File: src/design/mscc_pkg.sv
// shared constants, types and helpers for the minute/second countdown controller
// no dependencies; imported by mscc_knob_scale and the top level
package mscc_pkg;

   // knob mapping and time limits
   localparam int unsigned KNOB_MAX    = 4095;
   localparam int unsigned MAX_MINUTES = 10;
   localparam int unsigned MAX_SECONDS = 59;

   // field widths
   localparam int unsigned KNOB_W = 12;
   localparam int unsigned MIN_W  = 4;
   localparam int unsigned SEC_W  = 6;
   localparam int unsigned KIND_W = 3;

   // knob product and reciprocal divide by KNOB_MAX
   // product of a 12-bit sample and a limit of at most 59 fits 18 bits;
   // a shift of 18 + 16 makes the reciprocal exact for any divisor below 2^16
   localparam int unsigned PROD_W    = 18;
   localparam int unsigned DIV_SHIFT = 34;
   localparam int unsigned RECIP_W   = 27;
   localparam logic [RECIP_W-1:0] KNOB_RECIP =
      RECIP_W'(((64'd1 << DIV_SHIFT) + 64'(KNOB_MAX) - 64'd1) / 64'(KNOB_MAX));

   // seconds value after a borrow from the minutes
   localparam logic [SEC_W-1:0] SECONDS_WRAP = 6'd59;

   // input word kinds
   localparam logic [KIND_W-1:0] KIND_TICK = 3'd0;
   localparam logic [KIND_W-1:0] KIND_FIRE = 3'd1;
   localparam logic [KIND_W-1:0] KIND_UP   = 3'd2;
   localparam logic [KIND_W-1:0] KIND_DOWN = 3'd3;
   localparam logic [KIND_W-1:0] KIND_KNOB = 3'd4;

   // timer modes, one-hot
   typedef enum logic [3:0] {
      MODE_SETTING = 4'b0001,
      MODE_RUNNING = 4'b0010,
      MODE_PAUSED  = 4'b0100,
      MODE_ELAPSED = 4'b1000
   } mode_type;

   // mode codes as seen on the result word
   localparam logic [1:0] CODE_SETTING = 2'd0;
   localparam logic [1:0] CODE_RUNNING = 2'd1;
   localparam logic [1:0] CODE_PAUSED  = 2'd2;
   localparam logic [1:0] CODE_ELAPSED = 2'd3;

   // lamp colours, one per mode
   localparam logic [1:0] LAMP_RED    = 2'd0;
   localparam logic [1:0] LAMP_GREEN  = 2'd1;
   localparam logic [1:0] LAMP_ORANGE = 2'd2;
   localparam logic [1:0] LAMP_BLUE   = 2'd3;

   // knob stage result handed to the scaler
   typedef struct packed {
      logic [PROD_W-1:0] prod;
      logic              sat;
   } knob_type;

endpackage

File: src/design/mscc_knob_scale.sv
// knob value scaler: floor(product / KNOB_MAX) by reciprocal multiply, saturating
// depends on mscc_pkg
module mscc_knob_scale
   import mscc_pkg::*;
(
   input  knob_type         knob,
   input  logic [SEC_W-1:0] top,
   output logic [SEC_W-1:0] value
);

   localparam int unsigned FULL_W = PROD_W + RECIP_W;

   logic [FULL_W-1:0] full;

   // exact quotient from the high bits of the reciprocal product
   assign full  = FULL_W'(knob.prod) * FULL_W'(KNOB_RECIP);

   // samples at or above full scale map to the limit
   assign value = knob.sat ? top : full[DIV_SHIFT +: SEC_W];

endmodule

File: src/design/minute_second_countdown_controller_top.sv
// minute/second countdown controller, top level
// depends on mscc_pkg and mscc_knob_scale
//
// Usage:
//   req channel carries one event word (kind plus two knob samples); rsp channel
//   returns one result word per event: mode, remaining time, chosen time, lamp
//   colour and beep. Both use valid/stall; a word moves on a rising edge with
//   valid high and stall low.
// Timing:
//   a word accepted into the knob stage register has had its knob samples
//   multiplied by the limits; as it moves on into the result/state register,
//   the divide-by-full-scale, the mode update and the time update happen and the result word is shown.
//   There are two registers (knob stage and result/state register); throughput
//   is one word per cycle while the result register is not held by rsp_stall.
// Stall:
//   while rsp_stall holds a result, the knob stage may still take one more
//   word; req_stall rises only when both stages are full. Timer state changes
//   only as a word enters the result register, so results stay in order.
// Reset:
//   synchronous, active high; both stages empty, mode setting, all times zero.
module minute_second_countdown_controller_top
   import mscc_pkg::*;
(
   input  logic              clock,
   input  logic              reset,

   input  logic              req_valid,
   output logic              req_stall,
   input  logic [KIND_W-1:0] req_kind,
   input  logic [KNOB_W-1:0] req_minutes_knob,
   input  logic [KNOB_W-1:0] req_seconds_knob,

   output logic              rsp_valid,
   input  logic              rsp_stall,
   output logic [1:0]        rsp_mode,
   output logic [MIN_W-1:0]  rsp_minutes_left,
   output logic [SEC_W-1:0]  rsp_seconds_left,
   output logic [MIN_W-1:0]  rsp_minutes_chosen,
   output logic [SEC_W-1:0]  rsp_seconds_chosen,
   output logic [1:0]        rsp_lamp_colour,
   output logic              rsp_beep_on
);

   // knob stage
   logic              a_valid_ff;
   logic [KIND_W-1:0] a_kind_ff;
   knob_type          a_min_ff, a_min_in;
   knob_type          a_sec_ff, a_sec_in;

   // result / timer state
   logic              rsp_valid_ff;
   mode_type          mode_ff, mode_in;
   logic [MIN_W-1:0]  min_left_ff, min_left_in;
   logic [SEC_W-1:0]  sec_left_ff, sec_left_in;
   logic [MIN_W-1:0]  min_set_ff, min_set_in;
   logic [SEC_W-1:0]  sec_set_ff, sec_set_in;

   logic              out_free;
   logic              advance;
   logic              take_req;
   logic [SEC_W-1:0]  min_scaled;
   logic [SEC_W-1:0]  sec_scaled;
   logic [MIN_W-1:0]  tick_min;
   logic [SEC_W-1:0]  tick_sec;

   // handshake
   assign out_free  = !rsp_valid_ff || !rsp_stall;
   assign advance   = a_valid_ff && out_free;
   assign req_stall = a_valid_ff && !out_free;
   assign take_req  = req_valid && !req_stall;

   // knob products and full-scale detection
   assign a_min_in.prod = PROD_W'(req_minutes_knob) * PROD_W'(MAX_MINUTES);
   assign a_min_in.sat  = 17'(req_minutes_knob) >= 17'(KNOB_MAX);
   assign a_sec_in.prod = PROD_W'(req_seconds_knob) * PROD_W'(MAX_SECONDS);
   assign a_sec_in.sat  = 17'(req_seconds_knob) >= 17'(KNOB_MAX);

   // knob stage register
   always_ff @(posedge clock) begin
      if (reset) begin
         a_valid_ff <= 1'b0;
      end else if (!req_stall) begin
         a_valid_ff <= req_valid;
      end
      if (take_req) begin
         a_kind_ff <= req_kind;
         a_min_ff  <= a_min_in;
         a_sec_ff  <= a_sec_in;
      end
   end

   // divide by full scale
   mscc_knob_scale u_min_scale (
      .knob  (a_min_ff),
      .top   (SEC_W'(MAX_MINUTES)),
      .value (min_scaled)
   );

   mscc_knob_scale u_sec_scale (
      .knob  (a_sec_ff),
      .top   (SEC_W'(MAX_SECONDS)),
      .value (sec_scaled)
   );

   // one-second decrement with borrow
   always_comb begin
      tick_min = min_left_ff;
      tick_sec = sec_left_ff;
      if (sec_left_ff != '0) begin
         tick_sec = sec_left_ff - SEC_W'(1);
      end else if (min_left_ff != '0) begin
         tick_min = min_left_ff - MIN_W'(1);
         tick_sec = SECONDS_WRAP;
      end
   end

   // mode and time update
   always_comb begin
      mode_in     = mode_ff;
      min_left_in = min_left_ff;
      sec_left_in = sec_left_ff;
      min_set_in  = min_set_ff;
      sec_set_in  = sec_set_ff;
      case (mode_ff)
         MODE_SETTING: begin
            if (a_kind_ff == KIND_KNOB) begin
               min_set_in  = min_scaled[MIN_W-1:0];
               sec_set_in  = sec_scaled;
               min_left_in = min_scaled[MIN_W-1:0];
               sec_left_in = sec_scaled;
            end else if (a_kind_ff == KIND_FIRE) begin
               mode_in = MODE_RUNNING;
            end
         end
         MODE_RUNNING: begin
            if (a_kind_ff == KIND_TICK) begin
               min_left_in = tick_min;
               sec_left_in = tick_sec;
               if (tick_min == '0 && tick_sec == '0) begin
                  mode_in = MODE_ELAPSED;
               end
            end else if (a_kind_ff == KIND_FIRE) begin
               mode_in = MODE_PAUSED;
            end
         end
         MODE_PAUSED: begin
            if (a_kind_ff == KIND_FIRE) begin
               mode_in = MODE_RUNNING;
            end else if (a_kind_ff == KIND_UP) begin
               min_left_in = min_set_ff;
               sec_left_in = sec_set_ff;
               mode_in     = MODE_RUNNING;
            end else if (a_kind_ff == KIND_DOWN) begin
               min_left_in = min_set_ff;
               sec_left_in = sec_set_ff;
               mode_in     = MODE_SETTING;
            end
         end
         MODE_ELAPSED: begin
            if (a_kind_ff == KIND_FIRE) begin
               min_left_in = min_set_ff;
               sec_left_in = sec_set_ff;
               mode_in     = MODE_SETTING;
            end
         end
         default: begin
            mode_in = MODE_SETTING;
         end
      endcase
   end

   // result and timer state register
   always_ff @(posedge clock) begin
      if (reset) begin
         rsp_valid_ff <= 1'b0;
         mode_ff      <= MODE_SETTING;
         min_left_ff  <= '0;
         sec_left_ff  <= '0;
         min_set_ff   <= '0;
         sec_set_ff   <= '0;
      end else begin
         rsp_valid_ff <= advance || (rsp_valid_ff && rsp_stall);
         if (advance) begin
            mode_ff     <= mode_in;
            min_left_ff <= min_left_in;
            sec_left_ff <= sec_left_in;
            min_set_ff  <= min_set_in;
            sec_set_ff  <= sec_set_in;
         end
      end
   end

   // result word
   always_comb begin
      case (mode_ff)
         MODE_SETTING: begin
            rsp_mode        = CODE_SETTING;
            rsp_lamp_colour = LAMP_RED;
         end
         MODE_RUNNING: begin
            rsp_mode        = CODE_RUNNING;
            rsp_lamp_colour = LAMP_GREEN;
         end
         MODE_PAUSED: begin
            rsp_mode        = CODE_PAUSED;
            rsp_lamp_colour = LAMP_ORANGE;
         end
         MODE_ELAPSED: begin
            rsp_mode        = CODE_ELAPSED;
            rsp_lamp_colour = LAMP_BLUE;
         end
         default: begin
            rsp_mode        = CODE_SETTING;
            rsp_lamp_colour = LAMP_RED;
         end
      endcase
   end

   assign rsp_valid          = rsp_valid_ff;
   assign rsp_minutes_left   = min_left_ff;
   assign rsp_seconds_left   = sec_left_ff;
   assign rsp_minutes_chosen = min_set_ff;
   assign rsp_seconds_chosen = sec_set_ff;
   assign rsp_beep_on        = (mode_ff == MODE_ELAPSED);

endmodule

File: config.mk
export PLATFORM = sky130hd
export DESIGN_NAME = minute_second_countdown_controller_top
export DESIGN_NICKNAME = d
export VERILOG_FILES = /design/src/design/mscc_pkg.sv /design/src/design/mscc_knob_scale.sv /design/src/design/minute_second_countdown_controller_top.sv
export SDC_FILE = /design/constraint.sdc
export NUM_CORES = 1
export LEC_CHECK = 0
export CORE_ASPECT_RATIO = 0.9
export CORE_UTILIZATION = 53
export DETAILED_ROUTE_END_ITERATION = 16
export DONT_BUFFER_PORTS = 1
export PLACE_DENSITY = 0.74
export SLEW_MARGIN = 20
export SYNTH_ARGS = -nofsm -noshare
export SYNTH_HDL_FRONTEND = slang
export SYNTH_SLANG_ARGS = --single-unit
File: constraint.sdc
create_clock -name clock -period 6.8 [get_ports clock]
set_input_delay 1.36 -clock clock [delete_from_list [all_inputs] [get_ports clock]]
set_output_delay 1.36 -clock clock [all_outputs]
set_load 0.02 [all_outputs]
==> run metrics, run 1 <==
clk_lat worst skew=0.34 ns; Critical path destination=a_sec_ff[18]; post-synthesis cell type count=71; DRT Pass-1 Iters=5; status=finished clean; delay-heaviest family, CP=adder cells; RSZ-0062 raised after global routing=false; placed inst area=0.006655 sq mm; setup bufs post-CTS=0; Synth Flop Type=edfxtp_1; clock buffer count from CTS=9; crit path kind=in -> reg; DR iter-0 viols=259; first-pass GRT wire length=22270 microns; Power Total=2.052 mW; yosys warns=0; most frequent CP cell=fa_1; CP Max Fanout=5; Vias/cell=5.955; Max VDD drop=0.1157 mV; Worst Setup End Kind=flop; die width=118.9 microns; Cells after Synth=671; post-synthesis sequential area ratio=0.2548; total grt overflow=0; Rows=38; Slew @ Worst Pin=0.9911 ns; Hold Path Origin=a_valid_ff; DRC viols=0; Place WS=1.794 ns; setup TNS=0 ns; area delta synth->final=7.043%; R2R setup slack=3.30 ns; vias in the first global route=4851; vias=4943; share of layout cells above drive strength 1=0.05224; CTS tree=done; Post-synth EDFFs=38; die height=107.2 microns; Root Buffer=clkbuf_16; Post-Synthesis Cell Area=0.006520 sq mm; Critical Path Start=req_seconds_knob[0]; Tot GR Track Use=0.2191; Final period util=0.6869; die area=0.01275 sq mm; Yosys reg bits=64; initial antenna violation count=0; final instance area=0.006979 sq mm; Core Region=0.01203 sq mm; Final Hold Viols=0; cell count along the critical path=13; detailed-route wire length per cell=15.83 microns; final setup skew=0.008083 ns; Synth async-reset ratio=0; CP Cell Sequence=fa_1 -> fa_1 -> inv_1 -> fa_1 -> inv_1 -> ha_1 -> a211o_1 -> a21oi_1 -> o21ai_0 -> a41oi_1 -> o31ai_1 -> a21oi_1 -> xnor2_1; CP required=6.88 ns; WL final=13140 microns; nets@finish=861; count of final setup violators=0; reg2reg end=rsp_seconds_chosen[1]; Pleak=3.153 nW; Final HPWL DP=10720 microns; Post-CTS Hold Buffers=0; PwrDens=294.0 mW/mm^2; CP Data Arrival Time=4.76 ns; post-CTS sizing=0; Reg2Reg Depth=11; CP Buf/Inv Count=2; CP peak stage delay=0.52 ns; PortBufs=0; fillers=1007; gp weighted congestion=0.8977; clock slew at reported path FFs=0.06 ns; RR Startpoint=a_sec_ff[18]; clock buffer depth=2; Final WS setup=2.129 ns; relative slew slack=0.3378; Initial Util=0.5420; number of H-tree levels=3; Max Transition Viols Final=0; post-synthesis average cell area=9.717 sq um; Synth Net Count=867; clock sink count=64; min Tclk post-route=4.671 ns; fmax=0.2141 GHz; ANT cells=0; post-route antenna net violation count=0; I/O Pins=58; Worst path slowest cell=fa_1; largest net degree at the start of global routing=39; startpoint types=primary input; max_cap viols=0; hold crit path type=reg -> reg
layout make-up:
| type | instances | area (sq um) | share of cell area |
|---|---|---|---|
| clock buffers | 16 | 324.1 | 0.04643 |
| multi-input cells | 510 | 4486 | 0.6427 |
| inverters | 78 | 292.8 | 0.04195 |
| repair buffers | 2 | 15.01 | 0.002151 |
| flip-flops and latches | 64 | 1662 | 0.2381 |
| well taps | 160 | 200.2 | 0.02868 |
per-layer routing:
metal / wire (microns) / share of wire / global-route usage / vias to the layer above
met5: 0 / 0 / 0 / -
met4: 337 / 0.026 / 0.1022 / 0
met3: 651 / 0.050 / 0.05000 / 30
met2: 6151 / 0.47 / 0.3634 / 126
met1: 6000 / 0.46 / 0.2712 / 2349
li1: - / - / - / 2438
metrics by stage:
step,utilization,hold WS (ns),cells
6_report,0.5802,0.4849,830
5_1_grt,0.5802,0.5589,830
4_1_cts,0.5802,0.4922,830
3_5_place_dp,0.5533,0.4768,814
3_3_place_gp,0.5533,0.4547,814
2_1_floorplan,-,0.4440,671
state kept, by name, summed over array words and instances, names as in the netlist:
signal	flops
a_kind_ff	3
rsp_seconds_chosen	6
rsp_minutes_chosen	4
a_min_ff	16
rsp_seconds_left	6
rsp_valid	1
a_valid_ff	1
a_sec_ff	19
mode_ff	4
rsp_minutes_left	4
synthesized netlist by cell type, types with 3 or more instances:
master    number  area, sq um
a211o_1        5        43.79
a211oi_1      14        105.1
a21boi_0       3        22.52
a21o_1         7        52.55
a21oi_1       39        195.2
a22oi_1        7        52.55
a31oi_1        7        43.79
a41oi_1        3        26.28
and3_1         4        25.02
buf_2          5        25.02
clkbuf_1      10        37.54
dfxtp_1       26        520.5
edfxtp_1      38         1141
fa_1          30        600.6
ha_1         135         1689
inv_1         78        292.8
mux2_2         3        33.78
mux2i_1        6        60.06
nand2_1       26        97.59
nand2b_1       4        25.02
nand3_1       12        60.06
nand4_1       15        93.84
nor2_1        42        157.7
nor2b_1        9        56.30
nor3_1        14        70.07
nor3b_1        4        30.03
nor4_1         4        25.02
o211ai_1       5        37.54
o21a_1         5        37.54
o21ai_0       26        130.1
o21bai_1       4        30.03
o31ai_1        5        37.54
or2_2          4        25.02
or3_1          3        18.77
or4b_1         3        30.03
xnor2_1       18        157.7
xor2_1         9        78.83
how the worst min path moves through the flow:
| stage | end | slack (ns) | depth (start not counted) |
|---|---|---|---|
| 6_report | rsp_valid | 0.48 | 2 |
| 5_1_grt | rsp_valid | 0.56 | 2 |
| 4_1_cts | rsp_valid | 0.49 | 2 |
| 3_5_place_dp | rsp_valid | 0.48 | 2 |
| 3_3_place_gp | rsp_valid | 0.45 | 2 |
| 2_1_floorplan | rsp_valid | 0.44 | 2 |
cell families (layout without fill, tap and decap cells):
family	Yosys count	in the layout	share of synthesized area
and+or+nand+nor	160	160	0.1324
xor gates and xnor gates	27	27	0.03627
buffers and inverters	97	96	0.05910
AOI/OAI and AO/OA	149	149	0.1518
DFF	64	64	0.2548
muxes	9	9	0.01439
adders and majority gates	165	165	0.3512
worst min-delay path, delay by kind of cell, from the launching register on:
kind | cells | cell delay (ns)
AOI/OAI and AO/OA | 1 | 0.05
and+or+nand+nor | 1 | 0.07
DFF | 1 | 0.33
cell usage in the layout (no fill, tap or decap), types with 5 or more instances in the layout:
| cell | instances |
|---|---|
| dfxtp_1 | 26 |
| a211o_1 | 5 |
| mux2i_1 | 6 |
| a21o_1 | 7 |
| nor2b_1 | 8 |
| xor2_1 | 9 |
| edfxtp_1 | 38 |
| nand4_1 | 15 |
| a31oi_1 | 7 |
| fa_1 | 30 |
| nor3_1 | 13 |
| a22oi_1 | 7 |
| o211ai_1 | 5 |
| nand3_1 | 12 |
| a211oi_1 | 14 |
| inv_1 | 78 |
| xnor2_1 | 18 |
| a21oi_1 | 39 |
| clkbuf_16 | 11 |
| ha_1 | 135 |
| nor2_1 | 42 |
| nand2_1 | 26 |
| o21ai_0 | 26 |
| o31ai_1 | 5 |
| o21a_1 | 5 |
power by group:
part | switching [mW] | total, mW | internal, mW
Combinational | 0.524 | 0.964 | 0.441
Clock | 0.161 | 0.482 | 0.321
Sequential | 0.0915 | 0.605 | 0.514
Total | 0.776 | 2.05 | 1.28
Power figures use the tool's default switching activity.
==> run 2, diff against run 1 <==
==> constraint.sdc (replaced) <==
create_clock -name clock -period 4.9 [get_ports clock]
set_input_delay 0.98 -clock clock [delete_from_list [all_inputs] [get_ports clock]]
set_output_delay 0.98 -clock clock [all_outputs]
set_load 0.02 [all_outputs]
==> run 2 against run 1 <==
- final cell count unchanged
- critical path type unchanged
- clock skew about the same
- highest routed layer unchanged
- sequential share of layout area unchanged
- critical endpoint is now a_sec_ff[17]
- critical path depth unchanged
- clock-buffer cell count unchanged
- total power up 39%
- combinational power up 39%
==> run metrics, run 2 (synthesized netlist as in run 1, its figures left out) <==
vias=4880; die width=118.9 microns; initial antenna violation count=0; placed inst area=0.006655 sq mm; Root Buffer=clkbuf_16; hold slack=0.4872 ns; Power Total=2.847 mW; CP Buf/Inv Count=4; largest registers=a_sec_ff x19, a_min_ff x16; Tot GR Track Use=0.2192; DR iter-0 viols=214; clock buffer depth=2; most common cell after layout, fill and taps aside=ha_1; first-pass GRT wire length=22330 microns; Sequential Power Share=0.295; post-route antenna net violation count=0; setup TNS=0 ns; status=finished clean; die area=0.01275 sq mm; gp weighted congestion=0.8977; Most flops, register=a_sec_ff; Place WS=0.2668 ns; clock slew at reported path FFs=0.05 ns; PortBufs=0; die height=107.2 microns; detailed-route wire length per cell=15.79 microns; number of H-tree levels=3; switching share of power=0.3776; Switch Pwr=1.075 mW; DRC viols=0; clock buffer count from CTS=9; DRT Pass-1 Iters=5; relative slew slack=0.3302; fillers=995; Worst path slowest cell=fa_1; Reg2Reg Depth=11; CP required=5.03 ns; Post-CTS Hold Buffers=0; CP peak stage delay=0.54 ns; Comb power frac=0.470; count of final setup violators=0; Pleak=3.153 nW; total grt overflow=0; final setup skew=0.008240 ns; reg2reg end=rsp_seconds_chosen[3]; Core Region=0.01203 sq mm; CP Data Arrival Time=4.39 ns; Final HPWL DP=10730 microns; Max Transition Viols Final=0; fin cells=830; Slew @ Worst Pin=1.003 ns; most frequent cells in the layout=135 x ha_1, 78 x inv_1, 42 x nor2_1; share of layout cells above drive strength 1=0.05224; clock share of power=0.235; Worst Setup End Kind=flop; CP Max Fanout=6; WL final=13100 microns; Int Pwr=1.772 mW; post-CTS sizing=0; startpoint types=primary input; Hold Path Origin=a_valid_ff; final instance area=0.006979 sq mm; Largest register FFs=19; Max VDD drop=0.2069 mV; R2R setup slack=1.38 ns; Final WS setup=0.6382 ns; largest net degree at the start of global routing=39; crit path kind=in -> reg; hold crit path type=reg -> reg; most frequent CP cell=inv_1; ANT cells=0; vias in the first global route=4911; fmax=0.2346 GHz; max_cap viols=0; min Tclk post-route=4.262 ns; nets@finish=861; hold-critical path depth=2; Final Core Density=0.5802; clk_lat worst skew=0.34 ns; delay-heaviest family, CP=adder cells; Vias/cell=5.880; setup bufs post-CTS=0; CTS tree=done; Final Hold Viols=0; Hold EP=rsp_valid; Final period util=0.8698; Initial Util=0.5420; Rows=38; RSZ-0062 raised after global routing=false; clock sink count=64; RR Startpoint=a_sec_ff[17]; PwrDens=407.9 mW/mm^2; area delta synth->final=7.043%; I/O Pins=58; CP Cell Sequence=inv_1 -> fa_1 -> inv_1 -> fa_1 -> inv_1 -> fa_1 -> inv_1 -> ha_1 -> and2_1 -> a311o_1 -> a41oi_1 -> a21oi_1 -> o311ai_0; Inst Count DP=814
[run 2: area by class of cell]
cell class | count | area, sq um | area share
multi-input combinational | 510 | 4486 | 0.6427
sequential | 64 | 1662 | 0.2381
clock buffer | 16 | 324.1 | 0.04643
inverter | 78 | 292.8 | 0.04195
tap | 160 | 200.2 | 0.02868
timing repair buffer | 2 | 15.01 | 0.002151
[run 2: worst reg2reg max path: stages, from the launching register on]
cell and delay, ns:
edfxtp_1 0.49, ha_1 0.32, ha_1 0.30, ha_1 0.31, ha_1 0.28, a211oi_1 0.06
nor2_1 0.11, a21oi_1 0.07, or4_1 0.63, a21oi_1 0.22, mux2_2 0.38, a211oi_1 0.27
[run 2: per-layer routing]
metal	part of all wire	wire length [microns]	vias up	global-route usage
met5	0	0	-	0
met4	0.027	357	0	0.1058
met3	0.046	597	31	0.04255
met2	0.47	6135	124	0.3647
met1	0.46	6011	2294	0.2737
li1	-	-	2431	-
[run 2: power groups by stage]
stage / combinational [mW] / sequential (mW) / clock, mW
3_3_place_gp: 1.25 / 0.846 / 0
6_report: 1.34 / 0.840 / 0.668
3_5_place_dp: 1.33 / 0.850 / 0
4_1_cts: 1.34 / 0.840 / 0.680
2_1_floorplan: 1.07 / 0.794 / 0
5_1_grt: 1.55 / 0.853 / 0.699
[run 2: worst max path at each step]
stage,from,end,slack (ns),depth (start not counted)
2_1_floorplan,req_seconds_knob[6],a_sec_ff[17],0.49,13
3_3_place_gp,req_seconds_knob[0],a_sec_ff[18],0.37,13
3_5_place_dp,req_seconds_knob[6],a_sec_ff[17],0.27,13
4_1_cts,req_seconds_knob[6],a_sec_ff[17],0.62,13
5_1_grt,req_seconds_knob[6],a_sec_ff[17],0.35,13
6_report,req_seconds_knob[6],a_sec_ff[17],0.64,13
==> run 3, diff against run 2 <==
==> constraint.sdc (replaced) <==
create_clock -name clock -period 4.9 [get_ports clock]
set_input_delay 0.245 -clock clock [delete_from_list [all_inputs] [get_ports clock]]
set_output_delay 0.245 -clock clock [all_outputs]
set_load 0.02 [all_outputs]
==> run 3 against run 2 <==
- sequential power hardly changed
- critical path type is now reg -> reg
- largest power group unchanged
- total power is 0.22% higher
- final cell count is 0.84% higher
- sequential share of layout area fell by 0.24 points
- largest cell class unchanged
- global-route usage increased by 0.20 points
- highest routed layer unchanged
- hold slack worse by 0.47 ns
==> run metrics, run 3 (synthesized netlist as in run 1, its figures left out) <==
Final period util=0.7215; CTS tree=done; Tot GR Track Use=0.2211; status=finished clean; die area=0.01275 sq mm; vias in the first global route=4938; Max Transition Viols Final=0; min Tclk post-route=3.535 ns; die height=107.2 microns; Largest register FFs=19; clock slew at reported path FFs=0.05 ns; post-CTS sizing=0; share of layout cells above drive strength 1=0.05170; max_cap viols=0; clock buffer depth=2; I/O Pins=58; detailed-route wire length per cell=15.72 microns; nets@finish=868; Core Region=0.01203 sq mm; post-route antenna net violation count=0; hold slack=0.01608 ns; Pleak=3.183 nW; final setup skew=0.008713 ns; startpoint types=flop; clock sink count=64; total grt overflow=0; placed inst area=0.006655 sq mm; Inst Count DP=814; gp weighted congestion=0.8976; final instance area=0.007049 sq mm; PortBufs=0; Vias/cell=5.865; DRT Pass-1 Iters=5; Root Buffer=clkbuf_16; DR iter-0 viols=230; CP required=5.14 ns; Final HPWL DP=10730 microns; vias=4909; hold crit path type=in -> reg; crit path kind=reg -> reg; clk_lat worst skew=0.34 ns; setup bufs post-CTS=0; Slew @ Worst Pin=0.9960 ns; RSZ-0062 raised after global routing=false; Max VDD drop=0.2057 mV; fmax=0.2829 GHz; PwrDens=404.7 mW/mm^2; setup TNS=0 ns; Place WS=1.002 ns; count of final setup violators=0; CP Data Arrival Time=3.78 ns; largest registers=a_sec_ff x19, a_min_ff x16; DRC viols=0; Final WS setup=1.365 ns; initial antenna violation count=0; die width=118.9 microns; area delta synth->final=8.117%; Final Hold Viols=0; clock buffer count from CTS=9; ANT cells=0; WL final=13160 microns; first-pass GRT wire length=22520 microns; CP Max Fanout=7; relative slew slack=0.3346; most frequent cells in the layout=135 x ha_1, 78 x inv_1, 42 x nor2_1; fin cells=837; Most flops, register=a_sec_ff; most common cell after layout, fill and taps aside=ha_1; Worst Setup End Kind=flop; largest net degree at the start of global routing=39; number of H-tree levels=3; Initial Util=0.5420; Rows=38
## run 3: changes by cell type in the layout (fill, tap and decap cells not counted)
cell	before	now
dlygate4sd3_1	0	7
## run 3: what timing repair did
item | CTS | global route
endpoints found under the hold margin | 19 | 0
endpoints found under the setup margin | 0 | 0
hold buffers | 7 | 0
## run 3: path summary, 6_finish.rpt
kind                            to  slack [ns]         start  cells after the start
max          rsp_seconds_chosen[3]        1.36  a_sec_ff[17]                     11
min          rsp_seconds_chosen[2]        0.02         reset                      1
max reg2reg  rsp_seconds_chosen[3]        1.36  a_sec_ff[17]                     11
min reg2reg              rsp_valid        0.49    a_valid_ff                      2
## run 3: area by class of cell
| cell class | count | area, sq um |
|---|---|---|
| Fill cell | 990 | 4980 |
| Clock buffer | 16 | 324.1 |
| Tap cell | 160 | 200.2 |
| Sequential cell | 64 | 1662 |
| Timing Repair Buffer | 9 | 85.08 |
| Multi-Input combinational cell | 510 | 4486 |
| Inverter | 78 | 292.8 |
## run 3: critical path, cell delays in order, from the launching register on
cell and delay (ns):
edfxtp_1 0.49, ha_1 0.32, ha_1 0.30, ha_1 0.31, ha_1 0.28, a211oi_1 0.06, nor2_1 0.11, a21oi_1 0.07
or4_1 0.63, a21oi_1 0.22, mux2_2 0.38, a211oi_1 0.28
## run 3: power by group
group,total (mW),switching (mW),internal (mW)
combinational,1.35,0.729,0.616
clock,0.668,0.223,0.445
sequential,0.840,0.126,0.713
total,2.85,1.08,1.78
## run 3: routing by layer
metal  GRT usage  vias up  part of all wire
met5           0        -                 0
met4      0.1058        0             0.027
met3     0.04255       33             0.044
met2      0.3693      124              0.47
met1      0.2757     2308              0.46
li1            -     2444                 -
## run 3: stage by stage
step / power, mW / utilization
5_1_grt: 3.112 / 0.5860
6_report: 2.853 / 0.5860
2_1_floorplan: 1.861 / -
3_3_place_gp: 2.096 / 0.5533
3_5_place_dp: 2.185 / 0.5533
4_1_cts: 2.871 / 0.5860
